### config.mk
export PLATFORM = sky130hd
export DESIGN_NAME = rbs_front
export DESIGN_NICKNAME = d
export VERILOG_FILES = /design/src/sv/rbs_pkg.sv /design/src/sv/rbs_front.sv
export SDC_FILE = /design/constraint.sdc
export NUM_CORES = 1
export LEC_CHECK = 0
export CAP_MARGIN = 15
export CORE_AREA = 2 2 388 390
export DETAILED_ROUTE_END_ITERATION = 6
export DIE_AREA = 0 0 390 392
export DONT_BUFFER_PORTS = 1
export PLACE_DENSITY_LB_ADDON = 0.1
export SLEW_MARGIN = 20
export SYNTH_ARGS = -nofsm -noshare
export SYNTH_HDL_FRONTEND = slang
export SYNTH_SLANG_ARGS = --single-unit
export TNS_END_PERCENT = 1
### constraint.sdc
create_clock -name vclk -period 5.75
set_clock_uncertainty 0.05 [all_clocks]
set_input_delay 1.15 -clock vclk [all_inputs]
set_output_delay 1.15 -clock vclk [all_outputs]
set_load 0.02 [all_outputs]
### src/sv/rbs_pkg.sv
package rbs_pkg;

   // configuration register map
   localparam int CSR_INDEX_WIDTH = 3;

   typedef enum logic [CSR_INDEX_WIDTH-1:0] {
      REG_BOX_MIN_X = 3'd0,
      REG_BOX_MIN_Y = 3'd1,
      REG_BOX_MIN_Z = 3'd2,
      REG_BOX_MAX_X = 3'd3,
      REG_BOX_MAX_Y = 3'd4,
      REG_BOX_MAX_Z = 3'd5
   } rbs_reg_index_type;

   localparam int NUM_AXES    = 3;
   localparam int QUEUE_DEPTH = 2;
   localparam int FLAG_WIDTH  = 4;

   // per-axis classification made at accept time
   typedef struct packed {
      logic par_miss;   // direction zero and origin outside the slab
      logic dir_zero;   // parallel to this slab
      logic neg_hi;     // upper-plane quotient is negative
      logic neg_lo;     // lower-plane quotient is negative
   } rbs_axis_flags_type;

endpackage

### src/sv/rbs_front.sv
module rbs_front #(
   parameter int CW = 32
) (
   input  logic signed [CW-1:0] box_lo [3],
   input  logic signed [CW-1:0] box_hi [3],
   input  logic signed [CW-1:0] org [3],
   input  logic signed [CW-1:0] dir [3],
   input  logic signed [CW-1:0] t_start,
   input  logic signed [CW-1:0] t_end,
   output logic [3*(5*CW+6)+2*CW-1:0] item
);
   import rbs_pkg::*;

   localparam int AXW = 5*CW + 6;

   logic [AXW-1:0] lane [3];

   for (genvar ax = 0; ax < NUM_AXES; ax++) begin : g_axis
      logic signed [CW:0]  dlo;
      logic signed [CW:0]  dhi;
      logic [CW:0]         ulo;
      logic [CW:0]         uhi;
      logic [CW-1:0]       ud;
      rbs_axis_flags_type  flags;

      always_comb begin
         dlo = $signed({box_lo[ax][CW-1], box_lo[ax]}) - $signed({org[ax][CW-1], org[ax]});
         dhi = $signed({box_hi[ax][CW-1], box_hi[ax]}) - $signed({org[ax][CW-1], org[ax]});
         ulo = dlo[CW] ? (~dlo + 1'b1) : dlo;
         uhi = dhi[CW] ? (~dhi + 1'b1) : dhi;
         ud  = dir[ax][CW-1] ? (~dir[ax] + 1'b1) : dir[ax];
         flags.neg_lo   = dlo[CW] ^ dir[ax][CW-1];
         flags.neg_hi   = dhi[CW] ^ dir[ax][CW-1];
         flags.dir_zero = (dir[ax] == '0);
         flags.par_miss = flags.dir_zero && ((org[ax] < box_lo[ax]) || (org[ax] > box_hi[ax]));
      end

      assign lane[ax] = {flags, org[ax], dir[ax], ud, uhi, ulo};
   end

   assign item = {t_end, t_start, lane[2], lane[1], lane[0]};

endmodule

==> flow_metrics.tcl <==
set metrics [dict create \
    fmax_ghz 0.1646 \
    regArea_sq_um 0 \
    dp_hpwl_mm 119.8 \
    start_kind "primary input" \
    post-route-min-period_ns 6.077 \
    p_per_area_nw_per_um2 187.0 \
    arrival_ns 4.88 \
    seq_cell_count 0 \
    grt_pass1_vias 25168 \
    grt_max_degree 37 \
    synthesis.instances 3054 \
    yosys_warnings 0 \
    drv_slew 0 \
    drc 0 \
    fin_crit_sh_pct 105.7 \
    vias 24569 \
    syn_area_per_cell_sq_um 6.693 \
    syn2layout_area_growth_pct 44.82 \
    overflow 0 \
    stdcell_area_sq_um 29600 \
    slew_headroom_pct 30.81 \
    finalNetCount 4340 \
    track_usage_pct 15.99 \
    hold_violations 0 \
    setup_violations 34 \
    violations "setup timing" \
    critPathMaxFanout 4 \
    wl_per_cell_microns 23.20 \
    die_w_microns 390 \
    hold_path.class "primary input to primary output" \
    vdd_drop_max_uv 91.04 \
    yosysSeqAreaShare_pct 0 \
    die-area_sq_um 152900 \
    clkbuf_count 0 \
    rsz0062_at_grt "true" \
    syn_area_sq_um 20440 \
    p_leak_nw 12.44 \
    first_pass_iters 5 \
    crit_type "primary input to primary output" \
    dpl-instance-area_sq_um 27980 \
    first_iter_violations 1258 \
    status "complete, but fails checks" \
    required_ns 4.55 \
    fillers 17031 \
    antenna_found_initial 29 \
    final_layout_size_suffix_gt1_share_pct 34.92 \
    min_path_cells 0 \
    rows 142 \
    routed_wl_mm 130.5 \
    initial_core_util_pct 13.73 \
    hold_end "item[518]" \
    hp-start "t_start[20]" \
    syn_nets 3715 \
    die_y_microns 392 \
    coreArea_sq_um 148900 \
    drt.antenna.violating_nets 0 \
    synthDistinctLibCells 103 \
    dp_cells 5606 \
    cp-end-kind "primary output" \
    tightest_slew_ns 1.030 \
    grt_pass1_wl_mm 180.1 \
    fin_ws_ns -0.3265 \
    place_congestion 0.8496 \
    viasPerCell 4.367 \
    postCtsHoldBufs 0 \
    pin_count 1010 \
    drv_cap 0 \
    port_buffers 0 \
    final_cells 5626 \
]
==> cell usage in the layout, fill, tap and decap left out, drive strengths merged, types with 45 or more instances in the layout <==
| cell | count |
|---|---|
| nand4 | 45 |
| or3 | 48 |
| xnor2 | 312 |
| o31ai | 61 |
| nor3 | 67 |
| inv | 177 |
| a21oi | 241 |
| nor2 | 155 |
| ha | 207 |
| a21o | 70 |
| nand3 | 59 |
| nand2 | 263 |
| xor2 | 87 |
| o21ai | 241 |
| buf | 987 |
==> area by class of cell <==
class	instances	area [sq um]	share of cell area [%]
Multi-Input combinational cell	2510	18910	63.87
Timing Repair Buffer	987	7559	25.53
Tap cell	1944	2432	8.216
Antenna cell	5	12.51	0.04227
Inverter	180	691.9	2.337
==> synth_stat cells, types with 45 or more instances <==
library cell	n	area, sq um
xor2_1	87	762.0
o21ai_0	231	1156
nor2_1	155	581.8
a21o_1	69	518.0
xnor2_1	312	2733
nand3_1	59	295.3
o31ai_1	60	450.4
clkbuf_1	93	349.1
nand2_1	263	987.2
or3_1	47	294.0
inv_1	180	675.7
nor3_1	66	330.3
nand4_1	45	281.5
ha_1	207	2590
buf_4	259	1944
a21oi_1	238	1191
==> layer usage <==
metal	track usage, %	up-vias	share of wire (%)
met1	18.70	11594	41
met5	0	-	0.16
met2	28.95	710	49
met3	4.178	140	6.6
met4	3.489	32	2.4
li1	-	12093	-
==> critical path: stages <==
cell,delay [ns]
inv_1,0.15
ha_1,0.32
a21oi_2,0.20
o21ai_2,0.11
or4_4,0.56
a21oi_4,0.21
o41ai_4,0.12
xor2_1,0.19
or4b_4,0.51
or4b_4,0.55
or4b_4,0.50
nor3_4,0.29
==> worst max path at each step <==
| stage | to | cells after the start | start | slack (ns) |
|---|---|---|---|---|
| detailed placement | item[198] | 16 | box_lo[32] | -1.22 |
| global placement | item[198] | 16 | box_lo[32] | -1.21 |
| CTS | item[198] | 13 | org[33] | -0.41 |
| global route | item[364] | 14 | org[1] | -0.42 |
| finish | item[364] | 12 | org[20] | -0.33 |
| floorplan | item[364] | 14 | box_lo[0] | -0.41 |
==> cell families (layout without fill, tap and decap cells) <==
family	after synthesis	in the layout	share of synthesized area, %
compound gates	952	952	30.34
buf+inv	544	1167	14.87
simple gates	938	938	24.03
fa+ha+maj	213	213	13.26
xor+xnor	399	399	17.10
other cells	0	5	0
mux	8	8	0.4101
==> power breakdown <==
| part | internal [mW] | switching, mW | total (mW) |
|---|---|---|---|
| combinational | 2.40 | 3.14 | 5.54 |
| sequential | 0 | 0 | 0 |
| clock | 0.000000118 | 0 | 0.000000118 |
| total | 2.40 | 3.14 | 5.54 |
==> per-stage QoR <==
stage	power [mW]	hold WS (ns)	setup WS, ns	util (%)	setup TNS (ns)
floorplan	3.095	2.306	-0.4133	-	-1.861
global placement	5.406	2.250	-1.215	18.79	-35.01
detailed placement	5.356	2.250	-1.223	18.79	-34.13
CTS	5.493	2.250	-0.4134	19.34	-8.484
global route	5.961	2.250	-0.4228	19.88	-13.39
finish	5.535	2.250	-0.3265	19.88	-4.536
==> what timing repair did <==
| item | in CTS | in global routing |
|---|---|---|
| resized for setup | 169 | 141 |
| buffers inserted | 8 | 9 |
| pin swaps | 35 | 46 |
| setup endpoints to repair | 117 | 118 |
Power figures use the tool's default switching activity.
