### src/sv/rbs_pkg.sv
package rbs_pkg;

   // configuration register map
   localparam int CSR_INDEX_WIDTH = 3;

   typedef enum logic [CSR_INDEX_WIDTH-1:0] {
      REG_BOX_MIN_X = 3'd0,
      REG_BOX_MIN_Y = 3'd1,
      REG_BOX_MIN_Z = 3'd2,
      REG_BOX_MAX_X = 3'd3,
      REG_BOX_MAX_Y = 3'd4,
      REG_BOX_MAX_Z = 3'd5
   } rbs_reg_index_type;

   localparam int NUM_AXES    = 3;
   localparam int QUEUE_DEPTH = 2;
   localparam int FLAG_WIDTH  = 4;

   // per-axis classification made at accept time
   typedef struct packed {
      logic par_miss;   // direction zero and origin outside the slab
      logic dir_zero;   // parallel to this slab
      logic neg_hi;     // upper-plane quotient is negative
      logic neg_lo;     // lower-plane quotient is negative
   } rbs_axis_flags_type;

endpackage

### src/sv/rbs_queue.sv
module rbs_queue #(
   parameter int WIDTH = 8,
   parameter int DEPTH = 2
) (
   input  logic             clock,
   input  logic             reset,
   input  logic             push,
   input  logic [WIDTH-1:0] push_data,
   input  logic             pop,
   output logic             pop_valid,
   output logic [WIDTH-1:0] pop_data,
   output logic             full
);
   import rbs_pkg::*;

   localparam int PW = (DEPTH > 1) ? $clog2(DEPTH) : 1;

   logic [WIDTH-1:0] mem_ff [DEPTH];
   logic [PW-1:0]    wp_ff;
   logic [PW-1:0]    rp_ff;
   logic [PW:0]      cnt_ff;
   logic             do_push;
   logic             do_pop;

   assign full      = (cnt_ff == (PW+1)'(DEPTH));
   assign pop_valid = (cnt_ff != '0);
   assign pop_data  = mem_ff[rp_ff];
   assign do_push   = push && !full;
   assign do_pop    = pop && pop_valid;

   always_ff @(posedge clock) begin
      if (do_push) begin
         mem_ff[wp_ff] <= push_data;
      end
   end

   always_ff @(posedge clock) begin
      if (reset) begin
         wp_ff  <= '0;
         rp_ff  <= '0;
         cnt_ff <= '0;
      end else begin
         if (do_push) begin
            wp_ff <= wp_ff + 1'b1;
         end
         if (do_pop) begin
            rp_ff <= rp_ff + 1'b1;
         end
         case ({do_push, do_pop})
            2'b10:   cnt_ff <= cnt_ff + 1'b1;
            2'b01:   cnt_ff <= cnt_ff - 1'b1;
            default: cnt_ff <= cnt_ff;
         endcase
      end
   end

endmodule

### config.mk
export PLATFORM = sky130hd
export DESIGN_NAME = rbs_queue
export DESIGN_NICKNAME = d
export VERILOG_FILES = /design/src/sv/rbs_pkg.sv /design/src/sv/rbs_queue.sv
export SDC_FILE = /design/constraint.sdc
export NUM_CORES = 1
export LEC_CHECK = 0
export BUFFER_PORTS_ARGS = -buffer_cell sky130_fd_sc_hd__buf_2
export CAP_MARGIN = 40
export CORE_MARGIN = 2
export CORE_UTILIZATION = 50
export CTS_BUF_LIST = sky130_fd_sc_hd__clkbuf_8
export CTS_CLUSTER_SIZE = 12
export DETAILED_ROUTE_END_ITERATION = 6
export GPL_ROUTABILITY_DRIVEN = 0
export PLACE_DENSITY_LB_ADDON = 0.1
export SYNTH_ARGS = -nofsm -noshare
export SYNTH_HDL_FRONTEND = slang
export SYNTH_SLANG_ARGS = --single-unit
### constraint.sdc
create_clock -name clock -period 2 [get_ports clock]
set_input_delay 0.3 -clock clock [delete_from_list [all_inputs] [get_ports clock]]
set_output_delay 0.3 -clock clock [all_outputs]
set_load 0.005 [all_outputs]
==> metrics.md, run 1 <==
| Metric | Value |
|---|---|
| Status | finished clean |
| Via/cell ratio | 5.00 |
| RSZ-0062 raised after global routing | no |
| Worst Path Required | 1.70 ns |
| Register area | 581 µm² |
| IO Pins | 22 |
| Residual DRC | 0 |
| CTS H-tree depth | 1 |
| Final ANT Viol Nets | 0 |
| First-pass GRT wire length | 1810 µm |
| Yosys warns | 0 |
| # Post-CTS Setup Buffers | 0 |
| Final Hold Violating Endpoints | 0 |
| Critical path class | reg2out |
| Flop-to-flop setup slack | 0.45 ns |
| Initial detailed-routing violation count | 1 |
| Hold WC Path Type | in2reg |
| Crit path max fanout | 8 |
| Die Area | 0.00194 mm² |
| Comb pwr share | 27.9% |
| Hpwl dp | 818 µm |
| Highest-count cells in the layout ignoring fill and taps | buf_2, edfxtp_1, mux2_2 |
| Main synth FF type | edfxtp_1 |
| CP Capture Type | output port |
| Fin Setup TNS | 0 ns |
| Place WS | 0.443 ns |
| Grt ovf | 0 |
| Clock network fraction of design power | 21.2% |
| Peak supply drop | 0.731 mV |
| Worst-case clock buffer depth | 2 |
| EDFF count, synth | 16 |
| Root buf cell | clkbuf_8 |
| Final worst-path setup slack | 0.412 ns |
| Die Width | 44.0 µm |
| Internal power | 895 µW |
| Largest net degree at the start of global routing | 12 |
| Multi-input logic area | 205 µm² |
| Via count | 455 |
| # Max-Cap Violations | 0 |
| Die H | 44.0 µm |
| Net Count, Synth | 64 |
| Antenna fix cells | 0 |
| Most common cell after layout, fill and taps aside | buf_2 |
| FF+latch count, synth | 21 |
| PortBufs | 21 |
| Syn Inst Count | 51 |
| Syn_area_per_cell | 15.7 µm² |
| Leak | 0.000399 µW |
| Area Growth Syn to Fin | 20.8% |
| Initial Util | 53.2% |
| Sequential share of power | 50.9% |
| Post-synthesis cell type count | 18 |
| Worst Tran Pin Value | 0.372 ns |
| CTS tree | yes |
| Fmax | 0.630 GHz |
| Power density over the cells | 1260 mW/mm² |
| Crit path DAT | 1.29 ns |
| Worst hold stages | 1 |
| Vias in the first global route | 428 |
| Tmin final | 1.59 ns |
| Period utilisation layout | 79.4% |
| Antenna violations before repair | 0 |
| Area of the core | 0.00151 mm² |
| Switching share of power | 26.8% |
| Post-CTS Resized | 0 |
| Site Rows | 14 |
| Clock latency on the worst-skew pair | 0.25 ns |
| NumNets Final | 89 |
| Max Slew Vio Count | 0 |
| Total CTS buffers | 3 |
| Slew margin rel. | 75.2% |
| Post-Synthesis Cell Area | 801 µm² |
| Critical Path Source Type | flop |
| Register area share after synthesis | 72.5% |
| CTS Hold Bufs | 0 |
| Share of layout cells above drive strength 1 | 46.7% |
| Clock transition at path regs | 0.07 ns |
| Wire per inst | 12.3 µm |
| Post-Place Cells | 87 |
| Net Sw Power | 327 µW |
| Post-synth ARST share | 0% |
| Clk sink count | 21 |
| Final Non-Filler Cells | 91 |
| Final number of setup-violating endpoints | 0 |
| Drt pass-1 iters | 2 |
| Post-Route WL | 1120 µm |
| Final Skew | 0.00206 ns |
| R2r worst-path depth | 4 |
| Layout fillers | 120 |
| Gr usage total | 13.7% |
layout make-up:
class	instances	area share, %
Sequential cell	21	60.0
Multi-Input combinational cell	26	21.2
Timing Repair Buffer	21	10.9
Clock buffer	3	4.27
Tap cell	16	2.07
Inverter	3	1.16
Clock inverter	1	0.388
kinds of logic after synthesis:
family	share of synthesized area, %
and+or+nand+nor	6.09
AOI/OAI and AO/OA	3.44
buffers and inverters	1.87
muxes	11.3
xor gates and xnor gates	3.28
adders and majority gates	1.56
DFF	72.5
through the flow:
step           utilization (%)  total power, µW  hold slack (ns)  cell area [µm²]
6_report                  64.2             1220            0.232              967
5_1_grt                   64.2             1310            0.215              967
4_1_cts                   64.2             1240            0.228              967
3_5_place_dp              61.2              981            0.481              922
3_3_place_gp              61.2              971            0.483              922
2_1_floorplan                -              857            0.369              801
power by group through the flow:
stage	Clock (µW)	Sequential (µW)	Combinational [µW]
floorplan	0	602	255
global placement	0	632	339
detailed placement	0	634	347
CTS	268	625	348
global route	290	635	388
finish	259	622	341
layer usage:
layer,GRT usage (%),vias up,wire [µm]
met3,4.90,4,53
li1,-,237,-
met5,0,-,0
met2,22.9,13,547
met4,7.27,0,17
met1,15.2,201,497
state kept, by name, indices dropped and copies added, names as in the netlist, named ones only:
name,cells
cnt_ff,2
rp_ff,1
mem_ff,16
wp_ff,1
critical path, cell delays in order (launching register included):
cell     delay [ns]
dfxtp_1        0.53
mux2_2         0.38
buf_2          0.13
final timing paths:
check                    startpoint                endpoint
max reg2reg  cnt_ff[0]$_SDFFE_PP0P_  mem_ff[0][0]$_DFFE_PP_
min                    push_data[7]  mem_ff[1][7]$_DFFE_PP_
min reg2reg      wp_ff$_SDFFE_PP0N_      wp_ff$_SDFFE_PP0N_
max                            flop             pop_data[2]
Yosys cell counts (all sizes together) (2+ instances only):
library cell | n | area [µm²]
or3 | 2 | 12.5
xnor2 | 2 | 17.5
edfxtp | 16 | 480
nor2 | 3 | 11.3
mux2 | 8 | 90.1
a21oi | 2 | 10.0
inv | 3 | 11.3
o21ai | 2 | 10.0
dfxtp | 5 | 100
Power figures use the tool's default switching activity.
==> run 2: changes to the inputs <==
--- a/config.mk
+++ b/config.mk
@@ -8,7 +8,7 @@
 export BUFFER_PORTS_ARGS = -buffer_cell sky130_fd_sc_hd__buf_2
 export CAP_MARGIN = 40
 export CORE_MARGIN = 2
-export CORE_UTILIZATION = 50
+export CORE_UTILIZATION = 47
 export CTS_BUF_LIST = sky130_fd_sc_hd__clkbuf_8
 export CTS_CLUSTER_SIZE = 12
 export DETAILED_ROUTE_END_ITERATION = 6
==> constraint.sdc (replaced) <==
create_clock -name clock -period 1.34 [get_ports clock]
set_input_delay 0.201 -clock clock [delete_from_list [all_inputs] [get_ports clock]]
set_output_delay 0.201 -clock clock [all_outputs]
set_load 0.005 [all_outputs]
==> metrics.md, run 2 (synthesis results as in run 1) <==
| Metric | Value |
|---|---|
| NumNets Final | 93 |
| Via/cell ratio | 4.97 |
| Max Slew Vio Count | 0 |
| First-pass GRT wire length | 1760 µm |
| Area of the core | 0.00156 mm² |
| Worst hold stages | 1 |
| Power density over the cells | 1950 mW/mm² |
| PortBufs | 21 |
| Initial Util | 51.4% |
| Die H | 45.3 µm |
| Finished Core Util | 72.1% |
| CTS tree | yes |
| Critical path class | reg2reg |
| Hpwl dp | 908 µm |
| # Max-Cap Violations | 0 |
| Share of layout cells above drive strength 1 | 58.2% |
| Tmin final | 1.37 ns |
| Period utilisation layout | 102% |
| Placed Area | 966 µm² |
| Hold Path Sink | mem_ff[1][3]$_DFFE_PP_ |
| Status | complete, but fails checks |
| CP Capture Type | flop |
| Residual DRC | 0 |
| R2r worst-path depth | 5 |
| Highest-count cells in the layout ignoring fill and taps | edfxtp_1, buf_2, mux2_4, buf_6 |
| Worst hold margin | 0.135 ns |
| Most common cell after layout, fill and taps aside | edfxtp_1 |
| Wire per inst | 14.0 µm |
| Final number of setup-violating endpoints | 1 |
| Multi-input logic area | 256 µm² |
| Largest regs | mem_ff (16), cnt_ff (2) |
| Hold WC Path Type | in2reg |
| Site Rows | 14 |
| Final instance area | 0.00112 mm² |
| Final Hold Violating Endpoints | 0 |
| Die Area | 0.00205 mm² |
| FF-to-FF End | cnt_ff[1]$_SDFFE_PP0P_ |
| Critical Path Source Type | flop |
| Slew margin rel. | 83.6% |
| Final Skew | 0.00236 ns |
| Register area | 589 µm² |
| Reg-to-Reg Start | cnt_ff[1]$_SDFFE_PP0P_ |
| Drt pass-1 iters | 2 |
| Max incr delay on CP | 0.37 ns |
| Post-Place Cells | 90 |
| Final ANT Viol Nets | 0 |
| Leak | 0.000469 µW |
| IO Pins | 22 |
| Antenna fix cells | 0 |
| Failing checks | negative setup slack |
| Clock transition at path regs | 0.07 ns |
| Hold Startpoint | push_data[3] |
| Root buf cell | clkbuf_8 |
| Die Width | 45.3 µm |
| Total CTS buffers | 3 |
| Fin Setup TNS | -0.0277 ns |
| Via count | 472 |
| Worst-case clock buffer depth | 2 |
| Clock latency on the worst-skew pair | 0.25 ns |
| Largest net degree at the start of global routing | 13 |
| Grt ovf | 0 |
| Vias in the first global route | 416 |
| Crit path max fanout | 5 |
| Final worst-path setup slack | -0.0277 ns |
| Initial detailed-routing violation count | 5 |
| Antenna violations before repair | 0 |
| Flop-to-flop setup slack | -0.03 ns |
| Post-Route WL | 1330 µm |
| Worst-path cell chain | o21a_1 > ha_4 > xnor2_1 > or3_1 > a21oi_2 |
| CTS H-tree depth | 1 |
| Fmax | 0.731 GHz |
| Final Non-Filler Cells | 95 |
| Layout fillers | 109 |
| Peak supply drop | 1.33 mV |
| Gr usage total | 12.5% |
| Area Growth Syn to Fin | 40.3% |
| Max FFs per register | 16 |
| Worst Tran Pin Value | 0.243 ns |
| Worst Path Required | 1.53 ns |
| RSZ-0062 raised after global routing | yes |
| Clk sink count | 21 |
| CP max-delay cell | dfxtp_4 |
| Largest Register | mem_ff |
| Crit path DAT | 1.55 ns |
==> run 2: timing repair <==
action                                  in CTS  in global routing
setup buffers                                1                  0
gates cloned                                 0                  0
gates resized for setup                      3                 20
endpoints found under the setup margin      17                 17
pin swaps                                    0                  1
hold buffers                                 0                  0
==> run 2: routing by layer <==
metal  routed length (µm)  part of all wire (%)  track usage (%)  up-vias
met3                   51                   3.8             3.60        0
met2                  742                    56             22.9       15
met1                  536                    40             14.0      213
li1                     -                     -                -      244
met5                    0                     0                0        -
met4                    0                     0             3.53        0
==> run 2: per-stage QoR <==
| step | total power (µW) | setup slack [ns] |
|---|---|---|
| 5_1_grt | 2310 | -0.0793 |
| 3_3_place_gp | 1540 | -0.0196 |
| 6_report | 2190 | -0.0277 |
| 2_1_floorplan | 1300 | 0.0142 |
| 3_5_place_dp | 1540 | -0.0316 |
| 4_1_cts | 1970 | -0.0355 |
==> run 2: report_power, final <==
group	internal, µW	leakage, µW	switching [µW]
logic	536	0.000251	290
registers	858	0.000193	105
clock network	206	0.0000255	190
total	1600	0.000469	585
==> run 2: worst max-delay path by stage <==
stage | end | slack, ns | from | cells after the start
after floorplan | cnt_ff[1]$_SDFFE_PP0P_ | 0.01 | cnt_ff[0]$_SDFFE_PP0P_ | 6
after global placement | cnt_ff[1]$_SDFFE_PP0P_ | -0.02 | cnt_ff[1]$_SDFFE_PP0P_ | 5
after detailed placement | cnt_ff[1]$_SDFFE_PP0P_ | -0.03 | cnt_ff[0]$_SDFFE_PP0P_ | 6
after CTS | cnt_ff[1]$_SDFFE_PP0P_ | -0.04 | cnt_ff[1]$_SDFFE_PP0P_ | 5
after global routing | cnt_ff[1]$_SDFFE_PP0P_ | -0.08 | cnt_ff[1]$_SDFFE_PP0P_ | 5
final | cnt_ff[1]$_SDFFE_PP0P_ | -0.03 | cnt_ff[1]$_SDFFE_PP0P_ | 5
==> run 2: cell type report <==
class                   count  area share [%]
multi-input cells          26            22.8
repair buffers             25            17.6
inverters                   3            1.22
well taps                  16            1.78
clock inverters             1           0.445
clock buffers               3            3.67
flip-flops and latches     21            52.4
==> run 2: worst max-delay path: cells and delay by family (launching register included) <==
kind,cells,cell delay [ns]
flip-flops,1,0.37
XOR/XNOR,1,0.13
AO/OA/AOI/OAI,2,0.33
adder cells (fa/ha/maj),1,0.16
AND/OR/NAND/NOR,1,0.32
